File: src/sv/deq_pkg.sv
// Shared sizes, operation and status codes, and the bundles passed between the
// queue control and the top level of the double-ended entry queue.
// No dependencies.
`default_nettype none

package deq_pkg;

	localparam int DEPTH       = 16;
	localparam int WIDTH       = 32;
	localparam int ADDR_W      = $clog2(DEPTH);
	localparam int CNT_W       = $clog2(DEPTH + 1);
	localparam int OP_W        = 3;
	localparam int ST_W        = 2;
	localparam int IN_TDATA_W  = ((OP_W + WIDTH + 7) / 8) * 8;
	localparam int OUT_TDATA_W = ((WIDTH + ST_W + CNT_W + 7) / 8) * 8;

	typedef logic [OP_W-1:0] op_t;
	typedef logic [ST_W-1:0] status_t;

	localparam op_t OP_PUSH_REAR  = 3'd0;
	localparam op_t OP_POP_FRONT  = 3'd1;
	localparam op_t OP_PUSH_FRONT = 3'd2;
	localparam op_t OP_READ_REAR  = 3'd3;
	localparam op_t OP_CLEAR      = 3'd4;

	localparam status_t ST_OK    = 2'd0;
	localparam status_t ST_EMPTY = 2'd1;
	localparam status_t ST_FULL  = 2'd2;

	// Store access issued for one transfer
	typedef struct packed {
		logic              we;
		logic [ADDR_W-1:0] waddr;
		logic [WIDTH-1:0]  wdata;
		logic              re;
		logic [ADDR_W-1:0] raddr;
	} mem_req_t;

	// Result bookkeeping that waits for the store read
	typedef struct packed {
		status_t          status;
		logic [CNT_W-1:0] count;
		logic             rd;
	} op_res_t;

endpackage

`default_nettype wire

File: src/sv/deq_ram.sv
// Generic single-write, single-read synchronous memory with registered read data.
// No dependencies.
`default_nettype none

module deq_ram #(
	parameter int AW = 4,
	parameter int DW = 32
) (
	input  wire logic          clk,
	input  wire logic          we,
	input  wire logic [AW-1:0] waddr,
	input  wire logic [DW-1:0] wdata,
	input  wire logic          re,
	input  wire logic [AW-1:0] raddr,
	output logic      [DW-1:0] rdata
);

	logic [DW-1:0] mem [2**AW];
	logic [DW-1:0] rdata_q;

	always_ff @(posedge clk) begin
		if (we) begin
			mem[waddr] <= wdata;
		end
		if (re) begin
			rdata_q <= mem[raddr];
		end
	end

	assign rdata = rdata_q;

endmodule

`default_nettype wire

File: src/sv/deq_ctrl.sv
// Queue control: head, tail and occupancy registers, operation decode and the
// store access for each transfer. Depends on deq_pkg.
`default_nettype none

module deq_ctrl (
	input  wire logic                           clk,
	input  wire logic                           arst_n,
	input  wire logic                           accept,
	input  wire deq_pkg::op_t                   op,
	input  wire logic [deq_pkg::WIDTH-1:0]      data,
	output deq_pkg::mem_req_t                   mem_req,
	output deq_pkg::op_res_t                    res
);

	localparam logic [deq_pkg::ADDR_W-1:0] LAST_SLOT = deq_pkg::ADDR_W'(deq_pkg::DEPTH - 1);
	localparam logic [deq_pkg::CNT_W-1:0]  FULL_CNT  = deq_pkg::CNT_W'(deq_pkg::DEPTH);

	logic [deq_pkg::ADDR_W-1:0] head_q, tail_q, head_d, tail_d;
	logic [deq_pkg::CNT_W-1:0]  count_q, count_d;
	logic                       empty, full;
	deq_pkg::mem_req_t          req;

	function automatic logic [deq_pkg::ADDR_W-1:0] next_slot(input logic [deq_pkg::ADDR_W-1:0] i);
		next_slot = (i == LAST_SLOT) ? '0 : i + 1'b1;
	endfunction

	function automatic logic [deq_pkg::ADDR_W-1:0] prev_slot(input logic [deq_pkg::ADDR_W-1:0] i);
		prev_slot = (i == '0) ? LAST_SLOT : i - 1'b1;
	endfunction

	assign empty = (count_q == '0);
	assign full  = (count_q == FULL_CNT);

	always_comb begin
		head_d     = head_q;
		tail_d     = tail_q;
		count_d    = count_q;
		req        = '0;
		res.status = deq_pkg::ST_OK;
		res.rd     = 1'b0;
		case (op)
			deq_pkg::OP_PUSH_REAR: begin
				if (full) begin
					res.status = deq_pkg::ST_FULL;
				end else begin
					req.we    = 1'b1;
					req.waddr = tail_q;
					req.wdata = data;
					tail_d    = next_slot(tail_q);
					count_d   = count_q + 1'b1;
				end
			end
			deq_pkg::OP_POP_FRONT: begin
				if (empty) begin
					res.status = deq_pkg::ST_EMPTY;
				end else begin
					req.re    = 1'b1;
					req.raddr = head_q;
					res.rd    = 1'b1;
					head_d    = next_slot(head_q);
					count_d   = count_q - 1'b1;
				end
			end
			deq_pkg::OP_PUSH_FRONT: begin
				if (empty) begin
					res.status = deq_pkg::ST_EMPTY;
				end else if (full) begin
					res.status = deq_pkg::ST_FULL;
				end else begin
					head_d    = prev_slot(head_q);
					req.we    = 1'b1;
					req.waddr = prev_slot(head_q);
					req.wdata = data;
					count_d   = count_q + 1'b1;
				end
			end
			deq_pkg::OP_READ_REAR: begin
				if (empty) begin
					res.status = deq_pkg::ST_EMPTY;
				end else begin
					req.re    = 1'b1;
					req.raddr = prev_slot(tail_q);
					res.rd    = 1'b1;
				end
			end
			deq_pkg::OP_CLEAR: begin
				head_d  = '0;
				tail_d  = '0;
				count_d = '0;
			end
			default: begin
			end
		endcase
		res.count = count_d;
	end

	always_comb begin
		mem_req    = req;
		mem_req.we = req.we & accept;
		mem_req.re = req.re & accept;
	end

	always_ff @(posedge clk or negedge arst_n) begin
		if (!arst_n) begin
			head_q  <= '0;
			tail_q  <= '0;
			count_q <= '0;
		end else if (accept) begin
			head_q  <= head_d;
			tail_q  <= tail_d;
			count_q <= count_d;
		end
	end

	a_count_bound: assert property (@(posedge clk) disable iff (!arst_n)
		count_q <= FULL_CNT) else $error("occupancy beyond depth");

	a_empty_aligned: assert property (@(posedge clk) disable iff (!arst_n)
		(count_q == '0) |-> (head_q == tail_q)) else $error("empty queue with split pointers");

	a_no_write_full: assert property (@(posedge clk) disable iff (!arst_n)
		mem_req.we |-> !full) else $error("store write into full queue");

	a_clear_empties: assert property (@(posedge clk) disable iff (!arst_n)
		(accept && op == deq_pkg::OP_CLEAR) |=> (count_q == '0 && head_q == '0 && tail_q == '0))
		else $error("clear left entries");

endmodule

`default_nettype wire

File: src/sv/double_ended_entry_queue.sv
// Double-ended entry queue: 16 words of 32 bits in a ring held in a synchronous
// memory. One operation per transfer (push rear, pop front, push front, read rear,
// clear) gives one result of data, status and count. An operation is taken every
// cycle while results drain. A transfer updates the pointers and loads the read stage
// (the registered store read and its bookkeeping); the read stage then loads the
// result register when that is free or draining. A stalled result register holds the
// pipeline. Depends on deq_pkg, deq_ctrl and deq_ram.
`default_nettype none

module double_ended_entry_queue (
	input  wire logic                               clk,
	input  wire logic                               arst_n,
	input  wire logic                               s_tvalid,
	output logic                                    s_tready,
	// opcode[2:0], data_in[34:3], zero fill above
	input  wire logic [deq_pkg::IN_TDATA_W-1:0]     s_tdata,
	output logic                                    m_tvalid,
	input  wire logic                               m_tready,
	// data_out[31:0], status[33:32], count[38:34], zero fill above
	output logic      [deq_pkg::OUT_TDATA_W-1:0]    m_tdata
);

	localparam int OUT_USED = deq_pkg::WIDTH + deq_pkg::ST_W + deq_pkg::CNT_W;

	logic                        accept, advance;
	deq_pkg::op_t                op;
	logic [deq_pkg::WIDTH-1:0]   data_in;
	deq_pkg::mem_req_t           mem_req;
	deq_pkg::op_res_t            res, res_s1;
	logic                        valid_s1;
	logic [deq_pkg::WIDTH-1:0]   rd_data;
	logic                        m_valid_q;
	logic [deq_pkg::WIDTH-1:0]   data_out_q;
	deq_pkg::status_t            status_q;
	logic [deq_pkg::CNT_W-1:0]   count_q;

	assign op      = s_tdata[deq_pkg::OP_W-1:0];
	assign data_in = s_tdata[deq_pkg::OP_W +: deq_pkg::WIDTH];

	// Advance the read stage only when the result register is free or draining
	assign advance  = valid_s1 && (!m_valid_q || m_tready);
	assign s_tready = !valid_s1 || advance;
	assign accept   = s_tvalid && s_tready;

	deq_ctrl u_ctrl (
		.clk     (clk),
		.arst_n  (arst_n),
		.accept  (accept),
		.op      (op),
		.data    (data_in),
		.mem_req (mem_req),
		.res     (res)
	);

	deq_ram #(
		.AW (deq_pkg::ADDR_W),
		.DW (deq_pkg::WIDTH)
	) u_ram (
		.clk   (clk),
		.we    (mem_req.we),
		.waddr (mem_req.waddr),
		.wdata (mem_req.wdata),
		.re    (mem_req.re),
		.raddr (mem_req.raddr),
		.rdata (rd_data)
	);

	always_ff @(posedge clk or negedge arst_n) begin
		if (!arst_n) begin
			valid_s1 <= 1'b0;
		end else if (accept) begin
			valid_s1 <= 1'b1;
		end else if (advance) begin
			valid_s1 <= 1'b0;
		end
	end

	always_ff @(posedge clk) begin
		if (accept) begin
			res_s1 <= res;
		end
	end

	always_ff @(posedge clk or negedge arst_n) begin
		if (!arst_n) begin
			m_valid_q <= 1'b0;
		end else if (advance) begin
			m_valid_q <= 1'b1;
		end else if (m_tready) begin
			m_valid_q <= 1'b0;
		end
	end

	always_ff @(posedge clk) begin
		if (advance) begin
			data_out_q <= res_s1.rd ? rd_data : '0;
			status_q   <= res_s1.status;
			count_q    <= res_s1.count;
		end
	end

	assign m_tvalid = m_valid_q;
	assign m_tdata  = {{(deq_pkg::OUT_TDATA_W - OUT_USED){1'b0}}, count_q, status_q, data_out_q};

	a_stall_holds: assert property (@(posedge clk) disable iff (!arst_n)
		(valid_s1 && m_valid_q && !m_tready) |=> (valid_s1 && $stable(res_s1)))
		else $error("read stage lost under stall");

	a_read_ok: assert property (@(posedge clk) disable iff (!arst_n)
		(valid_s1 && res_s1.rd) |-> (res_s1.status == deq_pkg::ST_OK))
		else $error("store read with error status");

	a_no_accept_blocked: assert property (@(posedge clk) disable iff (!arst_n)
		(valid_s1 && !advance) |-> !accept) else $error("transfer taken into full stage");

endmodule

`default_nettype wire

File: config.mk
export PLATFORM = sky130hd
export DESIGN_NAME = double_ended_entry_queue
export DESIGN_NICKNAME = d
export VERILOG_FILES = /design/src/sv/deq_pkg.sv /design/src/sv/deq_ram.sv /design/src/sv/deq_ctrl.sv /design/src/sv/double_ended_entry_queue.sv
export SDC_FILE = /design/constraint.sdc
export NUM_CORES = 1
export LEC_CHECK = 0
export BUFFER_PORTS_ARGS = -buffer_cell sky130_fd_sc_hd__buf_2
export CAP_MARGIN = 20
export CORE_MARGIN = 8
export CORE_UTILIZATION = 35
export CTS_CLUSTER_DIAMETER = 120
export DETAILED_ROUTE_END_ITERATION = 10
export PLACE_DENSITY = 0.58
export REMOVE_ABC_BUFFERS = 1
export SYNTH_ARGS = -nofsm -noshare
export SYNTH_HDL_FRONTEND = slang
export SYNTH_SLANG_ARGS = --single-unit
File: constraint.sdc
create_clock -name clk -period 4.2 [get_ports clk]
set_input_delay 0.84 -clock clk [delete_from_list [all_inputs] [get_ports clk]]
set_output_delay 0.84 -clock clk [all_outputs]
set_load 0.005 [all_outputs]
==> results.cfg <==
[outcome]
status = finished clean

[power]
power_mw = 15.07
pwr-share-seq = 0.469
leakage_nw = 9.374
p_per_area_mw_per_mm2 = 532.4
pwr-share-comb = 0.171
p_clk_frac = 0.360
swShare = 0.2717
net-switching-power_mw = 4.093
p_int_mw = 10.97
ir_drop_v = 0.0003189

[critical_path]
startpoint_type = flop
end_kind = flop
crit_arrival_ns = 3.75
path_max_fanout = 20
worstPathRequired_ns = 4.54
path_class = flop to flop

[timing]
clock_skew_ns = 0.01577
post-route-min-period_ns = 3.407
setup_slack_ns = 0.7925
tightestPinTransition_ns = 0.9582
fin_crit_sh = 0.8113
max_slew_margin = 0.3612
slew_viol_final = 0
fmax_ghz = 0.2935
finalHoldViolCount = 0
rsz0062_at_grt = false
setup_violations = 0

[synthesis]
synth-async-reset-ratio = 0.02475
synth_ff_type = edfxtp_1
ys_ff_latch = 606
ys_warn_count = 0
yosys-top-cells-count = edfxtp_1, nand2_1, mux2_2
syn_inst = 1537
synth_cell_type_count = 66
yosys.area.top_type_share = 0.7313
syn_area_mm2 = 0.02427
ys_seq_area_frac = 0.7468
yosysMostFrequentCell = edfxtp_1
synth_area_leader_cell = edfxtp_1
synth_edf_count = 591
syn_area_per_cell_um2 = 15.79
synth.area.top_cells = edfxtp_1, mux2_2, nand2_1

[drt]
wl_mm = 60.46
vias = 13790
via_per_inst = 5.279
drt_iter0_markers = 944
drc = 0
wl_per_cell_um = 23.14
antenna_left = 0
first_pass_iters = 5

[final_layout]
drive_above_1_share = 0.2182
area_growth_pct = 16.61
diodes = 0
final_nets = 1683
fill_cells = 6122

[job]
drv_cap = 0

[grt]
first_global_vias = 13860
grt_pass1_wl_mm = 90.26
grt_max_degree = 62
overflow = 0
antenna_found_initial = 1
track_usage = 0.1522

[cts]
root_buffer = clkbuf_16
cts_setup_buffers = 0
cts_num_sinks = 606
cts-resized-gates = 0
holdBufCountCts = 0
clkTransAtPathRegs_ns = 0.06
cts_made_buffers = 58
clkLatencyLatePin_ns = 0.63
cts_buffer_depth = 3
cts_tree = done
cts-htree-levels = 2

[floorplan]
dieArea_mm2 = 0.07802
die_h_um = 279.3
io_pins = 86
initial_core_util = 0.3538
rows = 96
fp.coreArea_mm2 = 0.06859
die_x_um = 279.3

[placed_design]
place_ws_ns = 0.5214
portBuffers = 79
dp_hpwl_mm = 33.09
gp_congestion = 0.7744

[worst_hold_path]
hold_path_class = primary input to asynchronous set/reset pin
## logic make-up after synthesis
| group | after synthesis | synth area share |
|---|---|---|
| buffers and inverters | 115 | 0.02186 |
| AND/OR/NAND/NOR | 359 | 0.07157 |
| XOR/XNOR | 3 | 0.001083 |
| AO/OA/AOI/OAI | 313 | 0.09358 |
| other | 1 | 0.0001545 |
| multiplexers | 134 | 0.06187 |
| adder cells (fa/ha/maj) | 6 | 0.003093 |
| flip-flops | 606 | 0.7468 |
## per-stage QoR
step	area [µm²]	TNS (ns)	util	instances	hold slack, ns
finish	28300	0	0.4126	2613	0.1317
global route	28300	0	0.4126	2613	0.1335
CTS	28300	0	0.4126	2613	0.09768
detailed placement	26310	0	0.3836	2504	0.4120
global placement	26310	0	0.3836	2504	0.4089
floorplan	23790	-24.72	-	1435	0.4003
## path summary, 6_finish.rpt
kind / start / endpoint / slack, ns / cells past startpoint
worst max-delay path: u_ctrl.count_q[0] / u_ram.rdata[1] / 0.79 / 10
worst min-delay path: arst_n / u_ctrl.tail_q[1] / 0.13 / 1
worst max register to register: u_ctrl.count_q[0] / u_ram.rdata[1] / 0.79 / 10
worst min register to register: res_s1[6] / status_q[0] / 0.42 / 0
max in group asynchronous: arst_n / m_tvalid / 3.80 / 1
min in group clk: res_s1[6] / status_q[0] / 0.42 / 0
## routing by layer
| metal | global-route usage | vias up | part of all wire | wire length [µm] |
|---|---|---|---|---|
| li1 | - | 6224 | - | - |
| met1 | 0.1995 | 7133 | 0.43 | 26120 |
| met2 | 0.2626 | 366 | 0.50 | 30090 |
| met3 | 0.02330 | 70 | 0.053 | 3191 |
| met4 | 0.03971 | 0 | 0.018 | 1064 |
| met5 | 0 | - | 0 | 0 |
## flip-flops by register name (all words and copies together), names as in the netlist
signal,count
u_ctrl.count_q,5
u_ram.rdata,32
status_q,2
u_ctrl.tail_q,4
u_ctrl.head_q,4
valid_s1,1
u_ram.mem,512
res_s1,8
count_q,5
data_out_q,32
m_tvalid,1
## area by class of cell
| class | instances | area [µm²] | area share |
|---|---|---|---|
| sequential | 606 | 18120 | 0.6404 |
| inverter | 13 | 51.30 | 0.001813 |
| multi-input combinational | 816 | 5823 | 0.2058 |
| clock buffer | 69 | 1535 | 0.05425 |
| timing repair buffer | 138 | 1151 | 0.04068 |
| clock inverter | 40 | 450.4 | 0.01592 |
| tap | 931 | 1165 | 0.04116 |
## worst max-delay path, stage by stage (launching register included)
cell       delay [ns]
dfrtp_1          0.43
inv_1            0.10
ha_1             0.27
nor4b_4          0.18
or3_2            0.48
inv_4            0.27
nand2_8          0.20
buf_4            0.29
mux2_2           0.30
a221oi_1         0.43
o2111ai_1        0.18
## layout by cell type (no fill, tap or decap), types with 3 or more instances in the layout
master and n:
clkbuf_1 9, nand2_1 143, nor2_1 22, and2_1 65, buf_4 34, nor3_1 8
nor2_4 19, clkbuf_16 60, nand2b_1 5, clkinv_2 16, inv_1 9, a211o_1 31
o21ai_0 44, o211ai_1 31, edfxtp_1 591, a31oi_1 7, a21oi_1 73, nand3_1 65
and3_1 6, ha_1 6, o2111ai_1 32, buf_2 79, mux4_2 3, o31ai_1 4
bufinv_16 9, mux2i_1 33, a311o_1 31, clkinv_1 11, nor2b_1 5, buf_12 25
mux2_2 97, a221oi_1 33, dfrtp_1 15
## power groups by stage
stage / combinational (mW) / sequential (mW) / clock, mW
2_1_floorplan: 1.51 / 7.15 / 0
3_3_place_gp: 2.55 / 7.18 / 0
3_5_place_dp: 2.59 / 7.19 / 0
4_1_cts: 2.60 / 7.07 / 5.54
5_1_grt: 2.80 / 7.09 / 5.78
6_report: 2.58 / 7.07 / 5.42
Note: power is estimated with default switching activity, not from simulation.
